## config.mk

```make
export PLATFORM = sky130hd
export DESIGN_NAME = crc_checked_frame_deframer
export DESIGN_NICKNAME = d
export VERILOG_FILES = /design/src/rtl/crcdf_pkg.sv /design/src/rtl/crcdf_parser.sv /design/src/rtl/crc_checked_frame_deframer.sv
export SDC_FILE = /design/constraint.sdc
export NUM_CORES = 1
export LEC_CHECK = 0
export BUFFER_PORTS_ARGS = -buffer_cell sky130_fd_sc_hd__buf_2
export CORE_ASPECT_RATIO = 0.7
export CORE_MARGIN = 2
export CORE_UTILIZATION = 55
export DETAILED_ROUTE_END_ITERATION = 10
export PLACE_DENSITY = 0.73
export SETUP_SLACK_MARGIN = 0.4
export SYNTH_ARGS = -nofsm -noshare
export SYNTH_HDL_FRONTEND = slang
export SYNTH_SLANG_ARGS = --single-unit
```

## constraint.sdc

```tcl
create_clock -name clock -period 5.8 [get_ports clock]
set_input_delay 1.16 -clock clock [delete_from_list [all_inputs] [get_ports clock]]
set_output_delay 1.16 -clock clock [all_outputs]
set_load 0.005 [all_outputs]
```

## src/rtl/crcdf_pkg.sv

```systemverilog
// Shared types, constants and the CRC-16 byte update for the frame deframer.
`timescale 1ns / 1ps

package crcdf_pkg;

   // Frame format
   localparam logic [7:0] SYNC_A = 8'h40;
   localparam logic [7:0] SYNC_B = 8'h3A;
   localparam logic [7:0] TAIL_A = 8'h0D;
   localparam logic [7:0] TAIL_B = 8'h0A;
   localparam int HEADER_LEN  = 35;
   localparam int MAX_PAYLOAD = 1024;
   localparam logic [15:0] CRC_POLY = 16'h1021;

   // Width that holds any legal frame length (header plus largest payload)
   localparam int LEN_W = $clog2(HEADER_LEN + MAX_PAYLOAD + 1);

   // Result kinds
   localparam logic [2:0] KIND_PAYLOAD  = 3'd0;
   localparam logic [2:0] KIND_GOOD     = 3'd1;
   localparam logic [2:0] KIND_CRC_ERR  = 3'd2;
   localparam logic [2:0] KIND_TAIL_ERR = 3'd3;
   localparam logic [2:0] KIND_LEN_ERR  = 3'd4;

   // One result word
   typedef struct packed {
      logic [2:0]  kind;
      logic [7:0]  data;
      logic [15:0] func_code;
   } rsp_item_type;

   // CRC-16/XMODEM update by one byte, MSB first
   function automatic logic [15:0] crc_update(input logic [15:0] crc,
                                              input logic [7:0] data);
      logic [15:0] c;
      c = crc ^ {data, 8'h00};
      for (int i = 0; i < 8; i++) begin
         if (c[15]) begin
            c = {c[14:0], 1'b0} ^ CRC_POLY;
         end else begin
            c = {c[14:0], 1'b0};
         end
      end
      return c;
   endfunction

endpackage

```

## src/rtl/crcdf_parser.sv

```systemverilog
// Frame parser: sync hunt, length check, header, payload, CRC and tail check.
`timescale 1ns / 1ps

module crcdf_parser (
   input  logic                    clock,
   input  logic                    reset,
   input  logic                    step_en,
   input  logic [7:0]              rx_byte,
   output logic                    res_valid,
   output crcdf_pkg::rsp_item_type res_item
);

   localparam logic [2:0] PH_HUNT  = 3'd0;
   localparam logic [2:0] PH_SYNC2 = 3'd1;
   localparam logic [2:0] PH_LEN   = 3'd2;
   localparam logic [2:0] PH_BODY  = 3'd3;
   localparam logic [2:0] PH_CRC   = 3'd4;
   localparam logic [2:0] PH_TAIL  = 3'd5;

   localparam int LW = crcdf_pkg::LEN_W;

   logic [2:0]    phase_ff, phase_in;
   logic [LW-1:0] count_ff, count_in;
   logic [LW-1:0] frame_len_ff, frame_len_in;
   logic [7:0]    len_hi_ff, len_hi_in;
   logic [15:0]   crc_ff, crc_in;
   logic [15:0]   func_ff, func_in;
   logic [7:0]    hold_ff, hold_in;

   logic [15:0]   full_len;
   logic          len_bad;
   logic [LW-1:0] count_inc;

   assign full_len  = {len_hi_ff, rx_byte};
   assign len_bad   = (full_len < 16'(crcdf_pkg::HEADER_LEN)) ||
                      ({1'b0, full_len} >
                       17'(crcdf_pkg::HEADER_LEN + crcdf_pkg::MAX_PAYLOAD));
   assign count_inc = count_ff + 1'b1;

   // Advance the parse by one received word
   always_comb begin
      phase_in     = phase_ff;
      count_in     = count_ff;
      frame_len_in = frame_len_ff;
      len_hi_in    = len_hi_ff;
      crc_in       = crc_ff;
      func_in      = func_ff;
      hold_in      = hold_ff;
      res_valid    = 1'b0;
      res_item     = '0;
      case (phase_ff)
         PH_SYNC2: begin
            if (rx_byte == crcdf_pkg::SYNC_B) begin
               phase_in = PH_LEN;
               count_in = '0;
               crc_in   = '0;
               func_in  = '0;
               hold_in  = '0;
            end else begin
               phase_in = PH_HUNT;
            end
         end
         PH_LEN: begin
            if (count_ff == '0) begin
               len_hi_in = rx_byte;
               count_in  = LW'(1);
            end else begin
               count_in = '0;
               if (len_bad) begin
                  phase_in       = PH_HUNT;
                  res_valid      = 1'b1;
                  res_item.kind  = crcdf_pkg::KIND_LEN_ERR;
               end else begin
                  frame_len_in = full_len[LW-1:0];
                  phase_in     = PH_BODY;
               end
            end
         end
         PH_BODY: begin
            crc_in = crcdf_pkg::crc_update(crc_ff, rx_byte);
            // Capture the function code from the last two header bytes
            if (count_ff == LW'(crcdf_pkg::HEADER_LEN - 2)) begin
               func_in = {rx_byte, 8'h00};
            end else if (count_ff == LW'(crcdf_pkg::HEADER_LEN - 1)) begin
               func_in = {func_ff[15:8], rx_byte};
            end
            if (count_inc >= frame_len_ff) begin
               phase_in = PH_CRC;
               count_in = '0;
            end else begin
               count_in = count_inc;
            end
            if (count_ff >= LW'(crcdf_pkg::HEADER_LEN)) begin
               res_valid     = 1'b1;
               res_item.kind = crcdf_pkg::KIND_PAYLOAD;
               res_item.data = rx_byte;
            end
         end
         PH_CRC: begin
            if (count_ff == '0) begin
               hold_in  = rx_byte;
               count_in = LW'(1);
            end else begin
               // Fold received CRC in: zero means match
               crc_in   = crc_ff ^ {hold_ff, rx_byte};
               count_in = '0;
               phase_in = PH_TAIL;
            end
         end
         PH_TAIL: begin
            if (count_ff == '0) begin
               hold_in  = rx_byte;
               count_in = LW'(1);
            end else begin
               count_in  = '0;
               phase_in  = PH_HUNT;
               res_valid = 1'b1;
               res_item.func_code = func_ff;
               if (hold_ff != crcdf_pkg::TAIL_A || rx_byte != crcdf_pkg::TAIL_B) begin
                  res_item.kind = crcdf_pkg::KIND_TAIL_ERR;
               end else if (crc_ff != '0) begin
                  res_item.kind = crcdf_pkg::KIND_CRC_ERR;
               end else begin
                  res_item.kind = crcdf_pkg::KIND_GOOD;
               end
            end
         end
         default: begin
            phase_in = (rx_byte == crcdf_pkg::SYNC_A) ? PH_SYNC2 : PH_HUNT;
         end
      endcase
   end

   // Hold state between words
   always_ff @(posedge clock) begin
      if (reset) begin
         phase_ff <= PH_HUNT;
         count_ff <= '0;
      end else if (step_en) begin
         phase_ff <= phase_in;
         count_ff <= count_in;
      end
   end

   always_ff @(posedge clock) begin
      if (step_en) begin
         frame_len_ff <= frame_len_in;
         len_hi_ff    <= len_hi_in;
         crc_ff       <= crc_in;
         func_ff      <= func_in;
         hold_ff      <= hold_in;
      end
   end

endmodule

```

## src/rtl/crc_checked_frame_deframer.sv

```systemverilog
// Top level: byte stream in, payload and status words out through a two-word queue.
// Result words are written into the registered queue when the byte that causes them is accepted.
// Throughput: one byte per cycle while the result queue is not full; the two-entry
// result queue keeps input flowing while one result word waits on a stalled output.
// Reset: synchronous, active high; the parser returns to sync hunting and the
// result queue empties.
`timescale 1ns / 1ps

module crc_checked_frame_deframer (
   input  logic        clock,
   input  logic        reset,
   input  logic        req_tvalid,
   output logic        req_tready,
   input  logic [7:0]  req_tdata,   // [7:0] rx_byte
   output logic        rsp_tvalid,
   input  logic        rsp_tready,
   output logic [23:0] rsp_tdata,   // [7:0] out_byte, [23:8] func_code
   output logic [2:0]  rsp_tuser    // [2:0] out_kind
);

   logic                    req_accept;
   logic                    res_valid;
   crcdf_pkg::rsp_item_type res_item;

   crcdf_pkg::rsp_item_type slot_ff [2];
   logic       wr_ptr_ff, rd_ptr_ff;
   logic [1:0] count_ff;
   logic       push, pop;

   assign req_tready = (count_ff != 2'd2);
   assign req_accept = req_tvalid && req_tready;

   crcdf_parser u_parser (
      .clock     (clock),
      .reset     (reset),
      .step_en   (req_accept),
      .rx_byte   (req_tdata),
      .res_valid (res_valid),
      .res_item  (res_item)
   );

   assign push = req_accept && res_valid;
   assign pop  = rsp_tvalid && rsp_tready;

   // Queue result words
   always_ff @(posedge clock) begin
      if (reset) begin
         wr_ptr_ff <= 1'b0;
         rd_ptr_ff <= 1'b0;
         count_ff  <= 2'd0;
      end else begin
         if (push) begin
            wr_ptr_ff <= ~wr_ptr_ff;
         end
         if (pop) begin
            rd_ptr_ff <= ~rd_ptr_ff;
         end
         if (push && !pop) begin
            count_ff <= count_ff + 2'd1;
         end else if (pop && !push) begin
            count_ff <= count_ff - 2'd1;
         end
      end
   end

   always_ff @(posedge clock) begin
      if (push) begin
         slot_ff[wr_ptr_ff] <= res_item;
      end
   end

   assign rsp_tvalid = (count_ff != 2'd0);
   assign rsp_tdata  = {slot_ff[rd_ptr_ff].func_code, slot_ff[rd_ptr_ff].data};
   assign rsp_tuser  = slot_ff[rd_ptr_ff].kind;

   // Checks
   assert property (@(posedge clock) disable iff (reset) count_ff <= 2'd2)
      else $error("result queue overfilled");

   assert property (@(posedge clock) disable iff (reset)
      push && !pop |=> count_ff == $past(count_ff) + 2'd1)
      else $error("result word lost on push");

   assert property (@(posedge clock) disable iff (reset)
      !req_tready |-> count_ff == 2'd2)
      else $error("input stalled with queue space free");

endmodule
```

-- Word level (Yosys, flattened, before mapping)
Memory sizes are Yosys's and may differ from the RTL's. A register that Yosys moved wholly into a read port is not among the register bits.
Cells that the tools add are included.
- register bits after elaboration: 77
- RAM bits: 54
- bits of input ports: 12
- logic and storage cells: 137
- memories: 1
- add/subtract/negate cells: 3
- order comparisons: 4
- eq/ne operators: 20
- multiplexer cells: 57
- bitwise logic cells: 14
- reductions and logical operators: 27
- memory list (name ; words ; bits a word ; rd ports ; clocked after Yosys merged registers in ; wr ports ; RTL line ; source):
    slot_ff ; 2 ; 27 ; 1 ; 1 ; 1 ; crc_checked_frame_deframer.sv:25 ; crcdf_pkg::rsp_item_type slot_ff [2];
- operators with widths (cell ; count):
    16-bit 2-to-1 mux ; 12
    13-bit 2-to-1 mux ; 8
    16-bit one-hot mux with 3 select lines ; 1
    8-bit 2-to-1 mux ; 5
    11-bit one-hot mux with 3 select lines ; 1
    16-bit one-hot mux with 2 select lines ; 1
    16-bit bitwise XOR ; 2
    3-bit 2-to-1 mux ; 8
    3-bit NOT ; 8
    11-bit by 6-bit equality test with 1-bit output (second input constant) ; 2
    11-bit 2-to-1 mux ; 2
    4-bit AND reduction ; 5
    16-bit by 11-bit > comparator with 1-bit output (second input constant) ; 1
    16-bit by 6-bit < comparator with 1-bit output (second input constant) ; 1
    8-bit by 4-bit inequality test with 1-bit output (second input constant) ; 2
    8-bit one-hot mux with 2 select lines ; 1
    16-bit nonzero test ; 1
    3-bit one-hot mux with 5 select lines ; 1
    11-bit by 1-bit adder with 11-bit output (second input constant) ; 1
    11-bit >= comparator ; 1
    11-bit by 6-bit >= comparator with 1-bit output (second input constant) ; 1
    11-bit zero test ; 1
    1-bit 2-to-1 mux ; 10
    2-bit 2-to-1 mux ; 5
    22 further kinds ; 44

-- Logic depth before layout (Yosys ltp)
- word-level depth: 25
- mapped depth: 12
- gate-level depth less buffers: 12

-- Hierarchy
Synthesis repeated with hierarchy kept, for this count alone.
- cell total of the unflattened synthesis: 509
- area total of the unflattened synthesis: 6397.4 µm²
- modules (own cells, without submodules) (module ; times used ; cells an instance ; area an instance (µm²) ; seq. area each (µm²)):
    crcdf_parser ; 1 ; 400 ; 4205.3 ; 2052.0
    crc_checked_frame_deframer ; 1 ; 109 ; 2192.1 ; 1721.7

-- Least setup slack after synthesis
No wires, ideal clock.
- kind: input -> register
- from: input port req_tdata[7]
- to: memory slot_ff[0][0] (netlist name) (enable)
- data arrival time: 4.915 ns
- slack: 0.406 ns
- stages: 6
- path buffers: 1
- cell sequence: buf_2 or4_4 a211o_1 nand2_2 a221oi_4 nor4_1
- word-level cells in the longest chain between the ends: 8
- elaborated cells between the ends (all ways): 9
- RTL lines (element ; RTL line ; source):
    start, declared ; crc_checked_frame_deframer.sv:14 ; input logic [7:0] req_tdata,
    16-bit by 6-bit < comparator with 1-bit output / 16-bit by 11-bit > comparator with 1-bit output (equally long branches) ; crcdf_parser.sv:35, crcdf_parser.sv:36 ;
    1-bit logical OR * ; crcdf_parser.sv:35 ; assign len_bad = (full_len < 16'(crcdf_pkg::HEADER_LEN)) ||
    1-bit 2-to-1 mux * ; crcdf_parser.sv:69 ; if (len_bad) begin
    1-bit 2-to-1 mux * ; crcdf_parser.sv:64 ; if (count_ff == '0) begin
    1-bit one-hot mux with 3 select lines * ; crcdf_parser.sv:51 ; case (phase_ff)
    1-bit logical AND * ; crc_checked_frame_deframer.sv:42 ; assign push = req_accept && res_valid;
    1-bit 2-to-1 mux * ; crc_checked_frame_deframer.sv:67 ; if (push) begin
    1-bit 2-to-1 mux (implied by the code) * ; crc_checked_frame_deframer.sv:68 ; slot_ff[wr_ptr_ff] <= res_item;
    end, declared ; crc_checked_frame_deframer.sv:25 ;
Every way passes the cells marked *; elsewhere a longest branch is shown, timed or not.

-- Worst setup path after layout
- from: register u_parser.phase_ff[2]
- to: memory slot_ff[1][12] (netlist name) (enable)
- word-level cells in the longest chain between the ends: 5
- elaborated cells between the ends (all ways): 7
- RTL lines (element ; RTL line ; source):
    start, declared ; crcdf_parser.sv:22 ; logic [2:0] phase_ff, phase_in;
    start signal, assigned ; crcdf_parser.sv:140 ; phase_ff <= phase_in;
    3-bit equality test / 3-bit by 2-bit equality test with 1-bit output (equally long branches) ; crcdf_parser.sv:51 ;
    1-bit one-hot mux with 3 select lines * ; crcdf_parser.sv:51 ;
    1-bit logical AND * ; crc_checked_frame_deframer.sv:42 ;
    net push ; crc_checked_frame_deframer.sv:28 ; logic push, pop;
    1-bit 2-to-1 mux * ; crc_checked_frame_deframer.sv:67 ;
    1-bit 2-to-1 mux (implied by the code) * ; crc_checked_frame_deframer.sv:68 ;
Mark *: on every way through the listed nets, which the timed path passes. The rest lies on a longest branch.

==> reports/results.ini <==
[run_status]
outcome = finished clean

[die]
ios = 41
placementRows = 32
core_area_sq_mm = 0.01113
dieArea_sq_mm = 0.01244
die-height_um = 93.92
initial_core_util_pct = 57.07
die_w_um = 132.5

[power_and_ir_drop]
cellLeakagePower_uw = 0.002394
powerDensity_mw_per_mm2 = 290.4
irDropWorstVdd_mv = 0.2586

[drt]
post_drt_wl_per_cell_um = 19.28
finalWirelength_um = 13750
vias = 4240
viasPerCell = 5.947
drt_iter0_drc = 386
ant_nets = 0
drc = 0
first_pass_iters = 8

[clocking]
cts_hold_buf = 0
cts_sinks = 132
cts_setup_buffers = 0
cts_inserted_buffers = 17
root_buffer = clkbuf_16
clockBufferDepth = 2
ctsHtreeMaxLevel = 4
worstSkewPairLatency_ns = 0.41
tritoncts = yes
path_clk_slew_ns = 0.06
post_cts_resized = 0

[logic_synthesis]
synth-seq-cells = 132
synth_cell_types = 61
netlist_area_sq_mm = 0.006352
synth_top_cell_area_share_pct = 53.42
synth_ff_type = edfxtp_1
yosys_warnings = 0
syn-num-nets = 538
synth_top_cell_by_area = edfxtp_1
synth_area_leaders = edfxtp_1, dfxtp_1, mux2_2
ys_seq_area_share_pct = 59.41
synth_cells = 510
avgSynthCellArea_sq_um = 12.46
async_flop_share_pct = 0
synth-edff-count = 113

[critical_path]
cp-start-kind = flop
ff2ff_setup_slack_ns = 1.98
endpoint_kind = flop
cp.arrival_ns = 3.85
required_ns = 5.82
criticalPathCategory = flop to flop
cp_max_fo = 27

[sta]
maxSlewHeadroom_pct = 16.84
clock_skew_ns = 0.006613
grt_setup_unrepaired = false
worst_slew_pin_slew_ns = 1.247
fin_ws_ns = 1.977
min_period_ns = 3.823
fmax_mhz = 261.6
setup_viol = 0
final_max_slew_viol_count = 0
post-route-period-util_pct = 65.91
final_hold_viol_count = 0
tns_ns = 0

[global_route]
gr-total-overflow = 0
grt_pass1_wl_um = 22290
grt_max_degree = 28
grt_pass1_vias = 4063
grt_usage_pct = 23.75
antenna_found_initial = 0

[layout]
final_area_sq_mm = 0.007237
drive_gt1_share_pct = 21.43
final_common_cell = edfxtp_1
utilization_pct = 65.02
fin_nets = 575
layout_common_cells = edfxtp_1, buf_2, xnor2_1
diodes = 0
area_growth_pct = 13.93

[worst_hold_path]
hp-class = flop to flop

[placement]
post-place-ws_ns = 1.655
portBuffers = 40
place_area_sq_mm = 0.006674
hpwl_um = 9576
routabilityCongestion = 0.9299

[job]
drv_cap = 0

## report_power, final
part	switching, uW	internal [uW]	leakage, uW
Combinational	36.7	21.6	0.00101
Clock	447	565	0.000262
Sequential	5.57	1030	0.00112
Total	489	1610	0.00239
## per-layer routing
metal / global-route usage, % / wire length [um] / vias up
met5: 0 / 0 / -
li1: - / - / 1972
met3: 6.203 / 1150 / 15
met1: 35.68 / 6554 / 2068
met4: 7.168 / 166 / 0
met2: 33.77 / 5878 / 185
## sequential cells by signal (all words and copies together) (netlist names), named ones only
| name | flops |
|---|---|
| u_parser.func_ff | 16 |
| rd_ptr_ff | 1 |
| u_parser.phase_ff | 3 |
| wr_ptr_ff | 1 |
| u_parser.len_hi_ff | 8 |
| slot_ff | 54 |
| u_parser.count_ff | 11 |
| u_parser.hold_ff | 8 |
| u_parser.frame_len_ff | 11 |
| u_parser.crc_ff | 16 |
| count_ff | 2 |
## final timing paths
kind / start / end / depth (start not counted)
setup / recovery: u_parser.phase_ff[2]$_SDFFE_PP0P_ / slot_ff[1][12]$_DFFE_PP_ / 6
hold / removal: u_parser.len_hi_ff[0]$_DFFE_PP_ / u_parser.frame_len_ff[8]$_DFFE_PP_ / 0
setup reg to reg: u_parser.phase_ff[2]$_SDFFE_PP0P_ / slot_ff[1][12]$_DFFE_PP_ / 6
hold reg to reg: u_parser.len_hi_ff[0]$_DFFE_PP_ / u_parser.frame_len_ff[8]$_DFFE_PP_ / 0
## metrics by stage
stage                     hold slack (ns)  total power [uW]  instances
after floorplan                    0.4275              1092        510
after global routing               0.4924              2160        713
after CTS                          0.4766              2112        713
final                              0.4679              2102        713
after detailed placement           0.4623              1109        681
after global placement             0.4788              1107        681
## critical path: stages, from the launching register on
cell and delay [ns]:
dfxtp_1 0.49, nor2b_1 0.65, nand2_1 0.15, nor2_1 0.81, a221oi_4 0.06, nor3_2 0.25, and2_1 1.01
## synthesized netlist by cell type (2+ instances only)
master    count
nor2b_1       8
o22a_1        4
or4_4         2
xnor2_1      33
edfxtp_1    113
a211o_1       2
inv_1        14
nor2_1       28
a31oi_1      10
o22ai_1       9
a22o_1        5
ha_1         16
o21ai_1       3
clkbuf_1     20
nand3_1       7
nand2_1      32
buf_2         3
o21ai_0      11
dfxtp_1      19
xor2_1       13
and2_1       27
a221oi_1      5
nand2b_1      5
and4_1        2
a21oi_1      28
or3_1         4
nor4_1        9
o211ai_1      3
nand4_1       2
mux2_2       27
and3_1        4
or2_2         4
nor3_1        8
a211oi_1      2
or4_1         2
## cells by family (layout without fill, tap and decap cells)
group	after synthesis	in the layout	share of synthesized area (%)
buffers and inverters	41	91	2.659
flip-flops	132	132	59.41
adder cells (fa/ha/maj)	16	16	3.151
AND/OR/NAND/NOR	153	153	13.16
multiplexers	28	28	5.023
AO/OA/AOI/OAI	94	94	10.26
XOR/XNOR	46	46	6.342
## layout make-up
| class | count | area [sq um] |
|---|---|---|
| multi-input cells | 337 | 2422 |
| fillers | 843 | 3894 |
| clock inverters | 15 | 137.6 |
| flip-flops and latches | 132 | 3774 |
| well taps | 153 | 191.4 |
| clock buffers | 17 | 425.4 |
| repair buffers | 44 | 230.2 |
| inverters | 15 | 56.30 |
Note: power is estimated with default switching activity, not from simulation.
